[src/sv/sdc_pkg.sv]
// Shared types, constants and the control program of the stereo dynamics compressor.
`timescale 1ns / 1ps

package sdc_pkg;

  localparam int PRE_W    = 24;
  localparam int POST_W   = 24;
  localparam int THR_W    = 21;
  localparam int INV_W    = 21;
  localparam int FACTOR_W = 31;

  localparam int GAIN_W   = 32;
  localparam int LEVEL_W  = 32;
  localparam int TARGET_W = 35;
  localparam int G_W      = 36;
  localparam int B_W      = 31;
  localparam int THR_SHIFT = 8;

  localparam logic [GAIN_W-1:0] UNITY_Q28 = 32'd268435456;

  localparam logic [PRE_W-1:0]    PRE_RESET     = 24'd1048576;
  localparam logic [POST_W-1:0]   POST_RESET    = 24'd1048576;
  localparam logic [THR_W-1:0]    THR_RESET     = 21'd1048576;
  localparam logic [INV_W-1:0]    INV_RESET     = 21'd349525;
  localparam logic [FACTOR_W-1:0] ATTACK_RESET  = 31'd1068584000;
  localparam logic [FACTOR_W-1:0] RELEASE_RESET = 31'd1074000000;

  localparam int CFG_AW  = 5;
  localparam int CFG_DW  = 32;
  localparam int REG_IW  = 3;

  localparam logic [REG_IW-1:0] REG_PRE_GAIN  = 3'd0;
  localparam logic [REG_IW-1:0] REG_POST_GAIN = 3'd1;
  localparam logic [REG_IW-1:0] REG_THRESHOLD = 3'd2;
  localparam logic [REG_IW-1:0] REG_INV_RATIO = 3'd3;
  localparam logic [REG_IW-1:0] REG_ATTACK    = 3'd4;
  localparam logic [REG_IW-1:0] REG_RELEASE   = 3'd5;

  localparam int NUM_STEPS = 14;
  localparam int STEP_W    = $clog2(NUM_STEPS);

  localparam logic [STEP_W-1:0] STEP_IDLE  = 4'd0;
  localparam logic [STEP_W-1:0] STEP_FIRST = 4'd1;
  localparam logic [STEP_W-1:0] STEP_LAST  = 4'd13;

  typedef struct packed {
    logic [PRE_W-1:0]    pre_gain;
    logic [POST_W-1:0]   post_gain;
    logic [THR_W-1:0]    threshold_level;
    logic [INV_W-1:0]    inverse_ratio;
    logic [FACTOR_W-1:0] attack_factor;
    logic [FACTOR_W-1:0] release_factor;
  } cfg_t;

  typedef enum logic [2:0] {
    A_NONE,
    A_PEAK,
    A_DIFF,
    A_GAIN,
    A_MAGL,
    A_MAGR
  } a_sel_t;

  typedef enum logic [2:0] {
    B_NONE,
    B_PRE,
    B_INV,
    B_FACTOR,
    B_POST,
    B_GHI,
    B_GLO
  } b_sel_t;

  typedef enum logic [1:0] {
    J_ALWAYS,
    J_WAIT_IN,
    J_WAIT_OUT
  } jmp_t;

  typedef struct packed {
    logic              mul_en;
    a_sel_t            a_sel;
    b_sel_t            b_sel;
    logic              wr_level;
    logic              wr_target;
    logic              wr_gain;
    logic              wr_g;
    logic              wr_acc;
    logic              wr_left;
    logic              wr_out;
    jmp_t              jmp;
    logic [STEP_W-1:0] nxt;
  } ucode_t;

  typedef struct packed {
    logic   load;
    ucode_t uc;
  } dp_ctrl_t;

  function automatic ucode_t ucode_rom(input logic [STEP_W-1:0] step);
    ucode_t w;
    w = '0;
    w.jmp = J_ALWAYS;
    w.nxt = step + 1'b1;
    case (step)
      4'd0: begin
        w.jmp = J_WAIT_IN;
      end
      4'd1: begin
        w.mul_en = 1'b1; w.a_sel = A_PEAK; w.b_sel = B_PRE;
      end
      4'd2: begin
        w.wr_level = 1'b1;
      end
      4'd3: begin
        w.mul_en = 1'b1; w.a_sel = A_DIFF; w.b_sel = B_INV;
      end
      4'd4: begin
        w.wr_target = 1'b1;
      end
      4'd5: begin
        w.mul_en = 1'b1; w.a_sel = A_GAIN; w.b_sel = B_FACTOR;
      end
      4'd6: begin
        w.wr_gain = 1'b1;
      end
      4'd7: begin
        w.mul_en = 1'b1; w.a_sel = A_GAIN; w.b_sel = B_POST;
      end
      4'd8: begin
        w.wr_g = 1'b1;
      end
      4'd9: begin
        w.mul_en = 1'b1; w.a_sel = A_MAGL; w.b_sel = B_GHI;
      end
      4'd10: begin
        w.mul_en = 1'b1; w.a_sel = A_MAGL; w.b_sel = B_GLO; w.wr_acc = 1'b1;
      end
      4'd11: begin
        w.mul_en = 1'b1; w.a_sel = A_MAGR; w.b_sel = B_GHI; w.wr_left = 1'b1;
      end
      4'd12: begin
        w.mul_en = 1'b1; w.a_sel = A_MAGR; w.b_sel = B_GLO; w.wr_acc = 1'b1;
      end
      4'd13: begin
        w.wr_out = 1'b1; w.jmp = J_WAIT_OUT; w.nxt = STEP_IDLE;
      end
      default: begin
        w.nxt = STEP_IDLE;
      end
    endcase
    return w;
  endfunction

endpackage

[src/sv/sdc_datapath.sv]
// Datapath of the stereo dynamics compressor around one shared multiplier.
`timescale 1ns / 1ps

module sdc_datapath #(
  parameter int SAMPLE_BITS = 24
) (
  input  logic                          clk,
  input  logic                          rst_n,
  input  sdc_pkg::dp_ctrl_t             ctrl,
  input  sdc_pkg::cfg_t                 cfg,
  input  logic signed [SAMPLE_BITS-1:0] left_in,
  input  logic signed [SAMPLE_BITS-1:0] right_in,
  output logic signed [SAMPLE_BITS-1:0] left_out,
  output logic signed [SAMPLE_BITS-1:0] right_out
);

  localparam int AW = (SAMPLE_BITS > sdc_pkg::LEVEL_W) ? SAMPLE_BITS : sdc_pkg::LEVEL_W;
  localparam int PW = AW + sdc_pkg::B_W;
  localparam int SW = SAMPLE_BITS + 9;
  localparam int TW = sdc_pkg::TARGET_W;

  logic [SAMPLE_BITS-1:0]     samp_l_r;
  logic [SAMPLE_BITS-1:0]     samp_r_r;
  logic [SAMPLE_BITS-1:0]     mag_l;
  logic [SAMPLE_BITS-1:0]     mag_r;
  logic [SAMPLE_BITS-1:0]     peak;
  logic [AW-1:0]              a_op;
  logic [sdc_pkg::B_W-1:0]    b_op;
  logic [PW-1:0]              prod_r;
  logic [PW:0]                lev_wide;
  logic [sdc_pkg::LEVEL_W-1:0] level;
  logic [sdc_pkg::LEVEL_W-1:0] thr;
  logic [sdc_pkg::LEVEL_W-1:0] diff_r;
  logic                       above_r;
  logic [TW-1:0]              tgt;
  logic                       attack_r;
  logic [PW-1:0]              gain_wide;
  logic [sdc_pkg::GAIN_W-1:0] gain_r;
  logic [sdc_pkg::GAIN_W-1:0] gain_nxt;
  logic [sdc_pkg::G_W-1:0]    g_r;
  logic [SW-1:0]              acc_r;
  logic [PW-1:0]              psh;
  logic [SW-1:0]              sum;
  logic [SW-1:0]              lim;
  logic [SW-1:0]              clip_mag;
  logic                       clip_neg;
  logic [SAMPLE_BITS-1:0]     clip_res;
  logic [SAMPLE_BITS-1:0]     left_stage_r;
  logic [SAMPLE_BITS-1:0]     out_l_r;
  logic [SAMPLE_BITS-1:0]     out_r_r;

  assign mag_l = samp_l_r[SAMPLE_BITS-1] ? (~samp_l_r + 1'b1) : samp_l_r;
  assign mag_r = samp_r_r[SAMPLE_BITS-1] ? (~samp_r_r + 1'b1) : samp_r_r;
  assign peak  = (mag_l > mag_r) ? mag_l : mag_r;

  always_comb begin
    case (ctrl.uc.a_sel)
      sdc_pkg::A_PEAK: a_op = AW'(peak);
      sdc_pkg::A_DIFF: a_op = AW'(diff_r);
      sdc_pkg::A_GAIN: a_op = AW'(gain_r);
      sdc_pkg::A_MAGL: a_op = AW'(mag_l);
      sdc_pkg::A_MAGR: a_op = AW'(mag_r);
      default:         a_op = '0;
    endcase
  end

  always_comb begin
    case (ctrl.uc.b_sel)
      sdc_pkg::B_PRE:    b_op = sdc_pkg::B_W'(cfg.pre_gain);
      sdc_pkg::B_INV:    b_op = sdc_pkg::B_W'(cfg.inverse_ratio);
      sdc_pkg::B_FACTOR: b_op = attack_r ? cfg.attack_factor : cfg.release_factor;
      sdc_pkg::B_POST:   b_op = sdc_pkg::B_W'(cfg.post_gain);
      sdc_pkg::B_GHI:    b_op = sdc_pkg::B_W'(g_r[sdc_pkg::G_W-1:28]);
      sdc_pkg::B_GLO:    b_op = sdc_pkg::B_W'(g_r[27:0]);
      default:           b_op = '0;
    endcase
  end

  assign lev_wide = {prod_r, 1'b0} >> (SAMPLE_BITS - 8);
  assign level    = lev_wide[sdc_pkg::LEVEL_W-1:0];
  assign thr      = sdc_pkg::LEVEL_W'({cfg.threshold_level, 8'd0});

  assign tgt = above_r ? (TW'(thr) + TW'(prod_r >> 20)) : TW'(sdc_pkg::UNITY_Q28);

  assign gain_wide = prod_r >> 30;
  assign gain_nxt  = (|gain_wide[PW-1:sdc_pkg::GAIN_W]) ? '1 : gain_wide[sdc_pkg::GAIN_W-1:0];

  assign psh      = prod_r >> 28;
  assign sum      = acc_r + psh[SW-1:0];
  assign lim      = SW'(1) << (SAMPLE_BITS - 1);
  assign clip_neg = ctrl.uc.wr_left ? samp_l_r[SAMPLE_BITS-1] : samp_r_r[SAMPLE_BITS-1];

  always_comb begin
    if (clip_neg) begin
      clip_mag = (sum > lim) ? lim : sum;
      clip_res = '0 - clip_mag[SAMPLE_BITS-1:0];
    end else begin
      clip_mag = (sum > lim - 1'b1) ? (lim - 1'b1) : sum;
      clip_res = clip_mag[SAMPLE_BITS-1:0];
    end
  end

  always_ff @(posedge clk) begin
    if (!rst_n) begin
      gain_r <= sdc_pkg::UNITY_Q28;
    end else if (ctrl.uc.wr_gain) begin
      gain_r <= gain_nxt;
    end
  end

  always_ff @(posedge clk) begin
    if (ctrl.load) begin
      samp_l_r <= left_in;
      samp_r_r <= right_in;
    end
    if (ctrl.uc.mul_en) begin
      prod_r <= PW'(a_op) * PW'(b_op);
    end
    if (ctrl.uc.wr_level) begin
      diff_r  <= level - thr;
      above_r <= level > thr;
    end
    if (ctrl.uc.wr_target) begin
      attack_r <= TW'(gain_r) > tgt;
    end
    if (ctrl.uc.wr_g) begin
      g_r <= prod_r[sdc_pkg::G_W+19:20];
    end
    if (ctrl.uc.wr_acc) begin
      acc_r <= prod_r[SW-1:0];
    end
    if (ctrl.uc.wr_left) begin
      left_stage_r <= clip_res;
    end
    if (ctrl.uc.wr_out) begin
      out_l_r <= left_stage_r;
      out_r_r <= clip_res;
    end
  end

  assign left_out  = out_l_r;
  assign right_out = out_r_r;

endmodule

[src/sv/stereo_dynamics_compressor.sv]
// Top level of the stereo dynamics compressor: stream ports, APB registers and sequencer.
// An input transfer starts the control program, and out_tvalid rises after its final step.
// Each stereo pair takes one pass of the 14-step control program, which runs the single
// shared multiplier through eight products and their writebacks. Pairs enter only at
// the idle step. The next pair is taken while a finished result still waits on the output.
// Reset (synchronous, rst_n low) restores register defaults and unity gain, clears out_tvalid.
`timescale 1ns / 1ps

module stereo_dynamics_compressor #(
  parameter int SAMPLE_BITS = 24
) (
  input  logic                         clk,
  input  logic                         rst_n,
  input  logic                         in_tvalid,
  output logic                         in_tready,
  // Fields from bit 0: left_sample, right_sample, zero fill.
  input  logic [((2*SAMPLE_BITS+7)/8)*8-1:0] in_tdata,
  output logic                         out_tvalid,
  input  logic                         out_tready,
  // Fields from bit 0: left_out, right_out, zero fill.
  output logic [((2*SAMPLE_BITS+7)/8)*8-1:0] out_tdata,
  input  logic                         cfg_psel,
  input  logic                         cfg_penable,
  input  logic                         cfg_pwrite,
  input  logic [sdc_pkg::CFG_AW-1:0]   cfg_paddr,
  input  logic [sdc_pkg::CFG_DW-1:0]   cfg_pwdata,
  output logic [sdc_pkg::CFG_DW-1:0]   cfg_prdata,
  output logic                         cfg_pready
);

  localparam int DW = ((2 * SAMPLE_BITS + 7) / 8) * 8;

  sdc_pkg::cfg_t                cfg_r;
  logic [sdc_pkg::REG_IW-1:0]   reg_idx;
  logic                         cfg_wr;
  logic [sdc_pkg::STEP_W-1:0]   step_r;
  logic [sdc_pkg::STEP_W-1:0]   step_nxt;
  sdc_pkg::ucode_t              uc;
  sdc_pkg::dp_ctrl_t            ctrl;
  logic                         in_xfer;
  logic                         out_free;
  logic                         out_valid_r;
  logic                         out_valid_nxt;
  logic signed [SAMPLE_BITS-1:0] left_res;
  logic signed [SAMPLE_BITS-1:0] right_res;

  assign cfg_pready = 1'b1;
  assign reg_idx    = cfg_paddr[sdc_pkg::CFG_AW-1:2];
  assign cfg_wr     = cfg_psel && cfg_penable && cfg_pwrite && cfg_pready;

  always_ff @(posedge clk) begin
    if (!rst_n) begin
      cfg_r.pre_gain        <= sdc_pkg::PRE_RESET;
      cfg_r.post_gain       <= sdc_pkg::POST_RESET;
      cfg_r.threshold_level <= sdc_pkg::THR_RESET;
      cfg_r.inverse_ratio   <= sdc_pkg::INV_RESET;
      cfg_r.attack_factor   <= sdc_pkg::ATTACK_RESET;
      cfg_r.release_factor  <= sdc_pkg::RELEASE_RESET;
    end else if (cfg_wr) begin
      case (reg_idx)
        sdc_pkg::REG_PRE_GAIN:  cfg_r.pre_gain        <= cfg_pwdata[sdc_pkg::PRE_W-1:0];
        sdc_pkg::REG_POST_GAIN: cfg_r.post_gain       <= cfg_pwdata[sdc_pkg::POST_W-1:0];
        sdc_pkg::REG_THRESHOLD: cfg_r.threshold_level <= cfg_pwdata[sdc_pkg::THR_W-1:0];
        sdc_pkg::REG_INV_RATIO: cfg_r.inverse_ratio   <= cfg_pwdata[sdc_pkg::INV_W-1:0];
        sdc_pkg::REG_ATTACK:    cfg_r.attack_factor   <= cfg_pwdata[sdc_pkg::FACTOR_W-1:0];
        sdc_pkg::REG_RELEASE:   cfg_r.release_factor  <= cfg_pwdata[sdc_pkg::FACTOR_W-1:0];
        default: ;
      endcase
    end
  end

  always_comb begin
    case (reg_idx)
      sdc_pkg::REG_PRE_GAIN:  cfg_prdata = sdc_pkg::CFG_DW'(cfg_r.pre_gain);
      sdc_pkg::REG_POST_GAIN: cfg_prdata = sdc_pkg::CFG_DW'(cfg_r.post_gain);
      sdc_pkg::REG_THRESHOLD: cfg_prdata = sdc_pkg::CFG_DW'(cfg_r.threshold_level);
      sdc_pkg::REG_INV_RATIO: cfg_prdata = sdc_pkg::CFG_DW'(cfg_r.inverse_ratio);
      sdc_pkg::REG_ATTACK:    cfg_prdata = sdc_pkg::CFG_DW'(cfg_r.attack_factor);
      sdc_pkg::REG_RELEASE:   cfg_prdata = sdc_pkg::CFG_DW'(cfg_r.release_factor);
      default:                cfg_prdata = '0;
    endcase
  end

  assign uc        = sdc_pkg::ucode_rom(step_r);
  assign in_tready = (uc.jmp == sdc_pkg::J_WAIT_IN);
  assign in_xfer   = in_tvalid && in_tready;
  assign out_free  = !out_valid_r || out_tready;

  always_comb begin
    case (uc.jmp)
      sdc_pkg::J_WAIT_IN:  step_nxt = in_xfer ? uc.nxt : step_r;
      sdc_pkg::J_WAIT_OUT: step_nxt = out_free ? uc.nxt : step_r;
      default:             step_nxt = uc.nxt;
    endcase
  end

  always_comb begin
    ctrl.load      = in_xfer;
    ctrl.uc        = uc;
    ctrl.uc.wr_out = uc.wr_out && out_free;
  end

  always_comb begin
    out_valid_nxt = out_valid_r;
    if (out_valid_r && out_tready) begin
      out_valid_nxt = 1'b0;
    end
    if (ctrl.uc.wr_out) begin
      out_valid_nxt = 1'b1;
    end
  end

  always_ff @(posedge clk) begin
    if (!rst_n) begin
      step_r      <= sdc_pkg::STEP_IDLE;
      out_valid_r <= 1'b0;
    end else begin
      step_r      <= step_nxt;
      out_valid_r <= out_valid_nxt;
    end
  end

  sdc_datapath #(
    .SAMPLE_BITS(SAMPLE_BITS)
  ) u_datapath (
    .clk      (clk),
    .rst_n    (rst_n),
    .ctrl     (ctrl),
    .cfg      (cfg_r),
    .left_in  (in_tdata[SAMPLE_BITS-1:0]),
    .right_in (in_tdata[2*SAMPLE_BITS-1:SAMPLE_BITS]),
    .left_out (left_res),
    .right_out(right_res)
  );

  assign out_tvalid = out_valid_r;
  assign out_tdata  = DW'({right_res, left_res});

  a_step_range: assert property (@(posedge clk) disable iff (!rst_n)
    step_r <= sdc_pkg::STEP_LAST)
    else $error("Step counter left the control program.");

  a_accept_starts: assert property (@(posedge clk) disable iff (!rst_n)
    in_xfer |=> step_r == sdc_pkg::STEP_FIRST)
    else $error("Input transfer did not start the control program.");

  a_result_from_last: assert property (@(posedge clk) disable iff (!rst_n)
    $rose(out_tvalid) |-> $past(step_r) == sdc_pkg::STEP_LAST)
    else $error("Result appeared outside the final step.");

  a_hold_when_blocked: assert property (@(posedge clk) disable iff (!rst_n)
    (step_r == sdc_pkg::STEP_LAST && out_tvalid && !out_tready)
      |=> step_r == sdc_pkg::STEP_LAST)
    else $error("Final step left while the output was still occupied.");

endmodule

[config.mk]
export PLATFORM = sky130hd
export DESIGN_NAME = stereo_dynamics_compressor
export DESIGN_NICKNAME = d
export VERILOG_FILES = /design/src/sv/sdc_pkg.sv /design/src/sv/sdc_datapath.sv /design/src/sv/stereo_dynamics_compressor.sv
export SDC_FILE = /design/constraint.sdc
export NUM_CORES = 2
export LEC_CHECK = 0
export ABC_AREA = 1
export BUFFER_PORTS_ARGS = -buffer_cell sky130_fd_sc_hd__buf_2
export CAP_MARGIN = 5
export CORE_ASPECT_RATIO = 1.1
export CORE_UTILIZATION = 25
export DETAILED_ROUTE_END_ITERATION = 10
export PLACE_DENSITY = 0.4
export RECOVER_POWER = 25
export SYNTH_ARGS = -nofsm -noshare
export SYNTH_HDL_FRONTEND = slang
export SYNTH_SLANG_ARGS = --single-unit
[constraint.sdc]
create_clock -name clk -period 12.45 [get_ports clk]
set_input_delay 2.49 -clock clk [delete_from_list [all_inputs] [get_ports clk]]
set_output_delay 2.49 -clock clk [all_outputs]
set_load 0.05 [all_outputs]
Yosys cells after proc, flatten, opt, wreduce, memory -nomap -nowiden:

Index checks and enable logic that the tools add are counted.

* register bits after elaboration: 475
* input bits: 92
* output and inout port bits: 83
* logic and storage cells: 115

* add/sub/neg operators: 7
* multiply operators: 1
* magnitude comparators: 5
* equal/unequal tests: 33
* muxes and demuxes: 28
* bitwise operators: 2
* reduce and logical (&&, ||, !) cells: 19

Operators by type and width (number)
* 31-bit case mux with 6 select lines: 2
* 32-bit case mux with 5 select lines: 1
* 24-bit two-way mux: 6
* 32-bit by 31-bit multiplier with 63-bit output: 1
* 7-bit case mux with 8 select lines: 1
* 24-bit by 1-bit adder with 24-bit output, second input constant: 2
* 24-bit inverter: 2
* 29-bit by 35-bit adder with 35-bit output: 1
* 32-bit by 35-bit greater-than comparator with 1-bit output: 1
* 35-bit two-way mux: 1
* 33-bit adder: 1
* 33-bit by 23-bit greater-than comparator with 1-bit output, second input constant: 1
* 33-bit by 24-bit greater-than comparator with 1-bit output, second input constant: 1
* 32-bit by 29-bit greater-than comparator with 1-bit output: 1
* 32-bit two-way mux: 1
* 32-bit by 29-bit subtractor with 32-bit output: 1
* 31-bit two-way mux: 1
* 4-bit equality test, second input constant: 6
* 24-bit greater-than comparator: 1
* 1-bit by 24-bit subtractor with 24-bit output, first input constant: 1
* 3-bit equality test, second input constant: 7
* 3-bit by 2-bit equality test with 1-bit output, second input constant: 6
* 4-bit by 3-bit equality test with 1-bit output, second input constant: 4
* 2-bit AND reduction: 7
* 20 further kinds: 38

Logic depth before layout (Yosys ltp):

* depth after elaboration: 7
* mapped depth: 58
* mapped depth without buffers: 55

Modules after synthesis:

Synthesis repeated with hierarchy kept, for this count alone.

* cell total of the unflattened synthesis: 7099
* area total of the unflattened synthesis: 58587.4 um^2

By module, submodules not included
* sdc_datapath: instances 1, cells each 6141, area each 51899.8 um^2, seq. area each 9228.9 um^2
* stereo_dynamics_compressor: instances 1, cells each 958, area each 6687.7 um^2, seq. area each 3143.0 um^2

Worst setup path before layout:

No wires, ideal clock.

* kind: reg2reg
* start: register u_datapath.samp_l_r[0]
* end: register u_datapath.prod_r[59] (data pin)
* library setup time: 0.262 ns
* data arrival time: 9.688 ns
* data required time: 12.188 ns
* path slack: 2.500 ns
* stages on the path, launching flop included: 51
* path buffers: 3
* clock period less this slack: 9.950 ns
* cells stage by stage: edfxtp_1 > inv_1 > ha_1 > nand3_1 > nor3_1 > nand2_1 > nor3_2 > nand3_1 > o31ai_2 > o21ai_0 > xor2_1 > ha_1 > nand4_1 > nor3_1 > nand2_1 > o21ai_0 > nand2_1 > buf_2 > [15 not listed] > inv_1 > fa_1 > fa_1 > ha_1 > nand2_1 > nor2_1 > o21ai_0 > nand2_1 > nand3_1 > nand4_1 > a21oi_1 > o21ai_0 > nand2_1 > nand2_1 > nand3_1 > o211ai_1 > a21oi_1 > xor2_1

* cells in the longest elaborated chain, start to end: 7

RTL lines
* from (decl): RTL line sdc_datapath.sv:22 `logic [SAMPLE_BITS-1:0] samp_l_r;`
* from (signal assigned): RTL line sdc_datapath.sv:113 `samp_l_r <= left_in;`
* 24-bit inverter: RTL line sdc_datapath.sv:52 `assign mag_l = samp_l_r[SAMPLE_BITS-1] ? (~samp_l_r + 1'b1) : samp_l_r;`
* 24-bit by 1-bit adder with 24-bit output: RTL line sdc_datapath.sv:52
* 24-bit two-way mux *: RTL line sdc_datapath.sv:52
* 24-bit greater-than comparator: RTL line sdc_datapath.sv:54 `assign peak = (mag_l > mag_r) ? mag_l : mag_r;`
* 24-bit two-way mux: RTL line sdc_datapath.sv:54
* 32-bit case mux with 5 select lines *: RTL line sdc_datapath.sv:57 `case (ctrl.uc.a_sel)`
* 32-bit by 31-bit multiplier with 63-bit output *: RTL line sdc_datapath.sv:117 `prod_r <= PW'(a_op) * PW'(b_op);`
* to (signal assigned): RTL line sdc_datapath.sv:117
* to (decl): RTL line sdc_datapath.sv:29 `logic [PW-1:0] prod_r;`

Every way passes the cells marked *; elsewhere a longest branch is shown, timed or not.
A chain may end at the register's enable or synchronous reset.

Worst setup path in the final report:

* start: register u_datapath.samp_r_r[0]
* end: register u_datapath.prod_r[61] (data pin)

* cells in the longest elaborated chain, start to end: 7

RTL lines
* from (decl): RTL line sdc_datapath.sv:23 `logic [SAMPLE_BITS-1:0] samp_r_r;`
* from (signal assigned): RTL line sdc_datapath.sv:114 `samp_r_r <= right_in;`
* 24-bit inverter: RTL line sdc_datapath.sv:53 `assign mag_r = samp_r_r[SAMPLE_BITS-1] ? (~samp_r_r + 1'b1) : samp_r_r;`
* 24-bit by 1-bit adder with 24-bit output: RTL line sdc_datapath.sv:53
* 24-bit two-way mux *: RTL line sdc_datapath.sv:53
* 24-bit greater-than comparator: RTL line sdc_datapath.sv:54
* 24-bit two-way mux: RTL line sdc_datapath.sv:54
* 32-bit case mux with 5 select lines *: RTL line sdc_datapath.sv:57
* 32-bit by 31-bit multiplier with 63-bit output *: RTL line sdc_datapath.sv:117

Marked as above.

==> flow_metrics.py <==
metrics = {
    "global_routing": {
        "grt_max_degree": 97,
        "grt_pass1_wl_mm": 339.0,
        "grt_pass1_vias": 50070,
        "grt_overflow": 0,
        "grt_usage": 0.1939,
        "grt_antenna_before_repair": 12,
    },
    "clocking": {
        "cts.sinks": 475,
        "cts_tree": "built",
        "clk_latency_ns": 0.71,
        "h-tree-depth": 2,
        "ctsResizeCount": 0,
        "cts_buffer_depth": 3,
        "root_buffer": "clkbuf_16",
        "clkSlewWorstSetupHoldPaths_ns": 0.07,
        "ctsHoldBuffers": 0,
        "cts_buffers": 55,
        "cts_setup_buffers": 0,
    },
    "sta": {
        "fin_setup_tns_ns": 0,
        "finalHoldViolations": 0,
        "max_slew_margin": -0.4813,
        "fmax_ghz": 0.08757,
        "post-route-min-period_ns": 11.42,
        "worstMarginPinSlew_ns": 2.222,
        "drv_slew": 34,
        "setup_viol": 0,
        "finClkSkew_ns": 0.07191,
        "rsz0062_at_grt": "no",
        "fin_crit_sh": 0.9172,
    },
    "logic_synthesis": {
        "syn_nets": 8409,
        "synth_commonest_cells": "1,429 x inv_1, 1,376 x nand2_1, 869 x fa_1",
        "ys_top_cells_by_area": "fa_1 30%, edfxtp_1 15%, inv_1 9.2%",
        "yosysMostFrequentCell": "inv_1",
        "ys_warn_count": 0,
        "syn_area_per_cell_um2": 8.288,
        "seq_area_frac_synth": 0.2116,
        "synth_cell_types": 68,
        "async_flop_share": 0,
        "synth_top_area_share": 0.2975,
        "synth_area_leader_cell": "fa_1",
        "ys_ff_latch": 475,
        "synth.cell_area_mm2": 0.05847,
        "synth_edf_count": 286,
        "synthCells": 7055,
        "ys.flop_type": "edfxtp_1",
    },
    "worst_setup_path": {
        "crit_arrival_ns": 11.85,
        "crit_type": "register to register",
        "rr_worst_depth": 45,
        "r2r_end": "u_datapath.prod_r[61]",
        "regToRegSetupSlack_ns": 1.03,
        "cp.required_ns": 12.88,
        "max_stage_delay_ns": 0.63,
        "reg2reg_from": "u_datapath.samp_r_r[0]",
        "cpMaxStageDelayCell": "fa_1",
        "startpoint_type": "register",
        "worstPathMaxFanout": 48,
        "worstSetupEndpointType": "register",
        "crit_top_cell": "fa_1",
        "cp-startpoint": "u_datapath.samp_r_r[0]",
    },
    "die": {
        "fp.dieH_um": 509.2,
        "io_pins": 175,
        "start_util": 0.2524,
        "die_x_um": 463.1,
        "die_area_mm2": 0.2358,
        "fp-row-count": 185,
        "coreArea_mm2": 0.2317,
    },
    "run_status": {
        "violations": "capacitance limit, slew limit",
        "status": "complete, but fails checks",
    },
    "final_layout": {
        "drive_gt1_frac": 0.08128,
        "layout.nets": 8566,
        "area_growth_pct": 12.01,
        "fin_cells": 10350,
        "fin_util": 0.2827,
    },
    "detailed_routing": {
        "wl_mm": 230.0,
        "drt_first_pass_iters": 5,
        "initialDrtViolationCount": 3214,
        "ant_nets": 0,
        "wire_per_inst_um": 22.23,
        "drc": 0,
        "vias": 48050,
        "avgViaCountPerCell": 4.644,
    },
    "worst_hold_path": {
        "hp-class": "register to register",
        "min_to": "u_datapath.left_out[4]",
        "hold_depth": 0,
        "hp-start": "u_datapath.left_stage_r[4]",
    },
    "placed_design": {
        "io_buffers": 169,
        "place_congestion": 0.8980,
        "dp_hpwl_mm": 187.4,
        "numPlacedInstances": 10240,
    },
    "power_and_ir_drop": {
        "max-vdd-ir-drop_mv": 0.1120,
        "p_leak_nw": 30.67,
        "power.density_mw_per_mm2": 135.7,
        "finalPower_mw": 8.887,
    },
    "run": {
        "cap_violations": 1,
    },
}
## power breakdown
| part | switching, mW | internal, mW |
|---|---|---|
| clock network | 0.744 | 0.989 |
| registers | 0.232 | 2.02 |
| logic | 3.60 | 1.30 |
| total | 4.58 | 4.31 |
## stage by stage
stage / setup WS, ns / cell area, um^2 / hold WS [ns]
after floorplan: 2.500 / 58470 / 0.4003
after global placement: 0.9669 / 63670 / 0.4016
after detailed placement: 1.005 / 63670 / 0.4045
after CTS: 0.9498 / 65580 / 0.4117
after global routing: 0.2236 / 65500 / 0.4192
final: 1.030 / 65500 / 0.4095
## routing by layer
metal / global-route usage / vias up / share of wire
li1: - / 22250 / -
met1: 0.2575 / 24300 / 0.45
met2: 0.3387 / 1265 / 0.49
met3: 0.01914 / 228 / 0.045
met4: 0.04314 / 0 / 0.023
met5: 0 / - / 0
## how the worst max path moves through the flow
| stage | to |
|---|---|
| floorplan | u_datapath.prod_r[59] |
| global placement | u_datapath.prod_r[61] |
| detailed placement | u_datapath.prod_r[61] |
| CTS | u_datapath.prod_r[61] |
| global route | u_datapath.prod_r[54] |
| finish | u_datapath.prod_r[61] |
## final cells by class
class | instances | area (um^2)
Clock buffer | 71 | 1509
Tap cell | 3085 | 3860
Sequential cell | 475 | 12370
Multi-Input combinational cell | 4823 | 39460
Inverter | 1494 | 5608
Clock inverter | 33 | 400.4
Fill cell | 25050 | 166200
Antenna cell | 2 | 5.005
Timing Repair Buffer | 363 | 2283
## critical path, delay by kind of cell, from the launching register on
kind	cells	cell delay, ns
simple gates	15	2.79
fa+ha+maj	11	4.91
buf+inv	10	1.32
flops	1	0.45
compound gates	7	1.32
xor+xnor	2	0.31
## kinds of logic after synthesis
group                      share of synthesized area
AOI/OAI and AO/OA                            0.09926
buffers and inverters                         0.1167
other                                      0.0001284
xor gates and xnor gates                     0.01992
and+or+nand+nor                               0.1708
DFF                                           0.2116
adders and majority gates                     0.3816
## state kept, by name (all words and copies together) (netlist names)
signal and cells:
u_datapath.g_r 36, u_datapath.attack_r 1, u_datapath.gain_r 32, step_r 4, u_datapath.prod_r 63, u_datapath.acc_r 33
u_datapath.left_out 24, u_datapath.samp_l_r 24, u_datapath.above_r 1, u_datapath.samp_r_r 24, cfg_r 152, u_datapath.diff_r 32
out_tvalid 1, u_datapath.right_out 24, u_datapath.left_stage_r 24
## layout by cell type (no fill, tap or decap), types with 16 or more instances in the layout
cell type / count
xor2_1: 83
buf_4: 172
buf_2: 168
o221ai_1: 17
nor2_2: 17
inv_1: 1427
xnor2_1: 50
nor3_1: 64
nand3_1: 139
clkbuf_1: 28
ha_1: 393
o211ai_1: 76
nand2_1: 1376
a211oi_1: 42
a21oi_1: 310
dfxtp_1: 189
nand4_1: 36
a22oi_1: 19
edfxtp_1: 286
fa_1: 869
or2_2: 16
a31oi_1: 31
a21boi_0: 19
nor2_1: 733
inv_2: 57
o22ai_1: 18
o21ai_0: 283
clkbuf_16: 56
clkinv_1: 17
a221oi_1: 39
o21ai_1: 29
(Power assumes the default switching activity.)
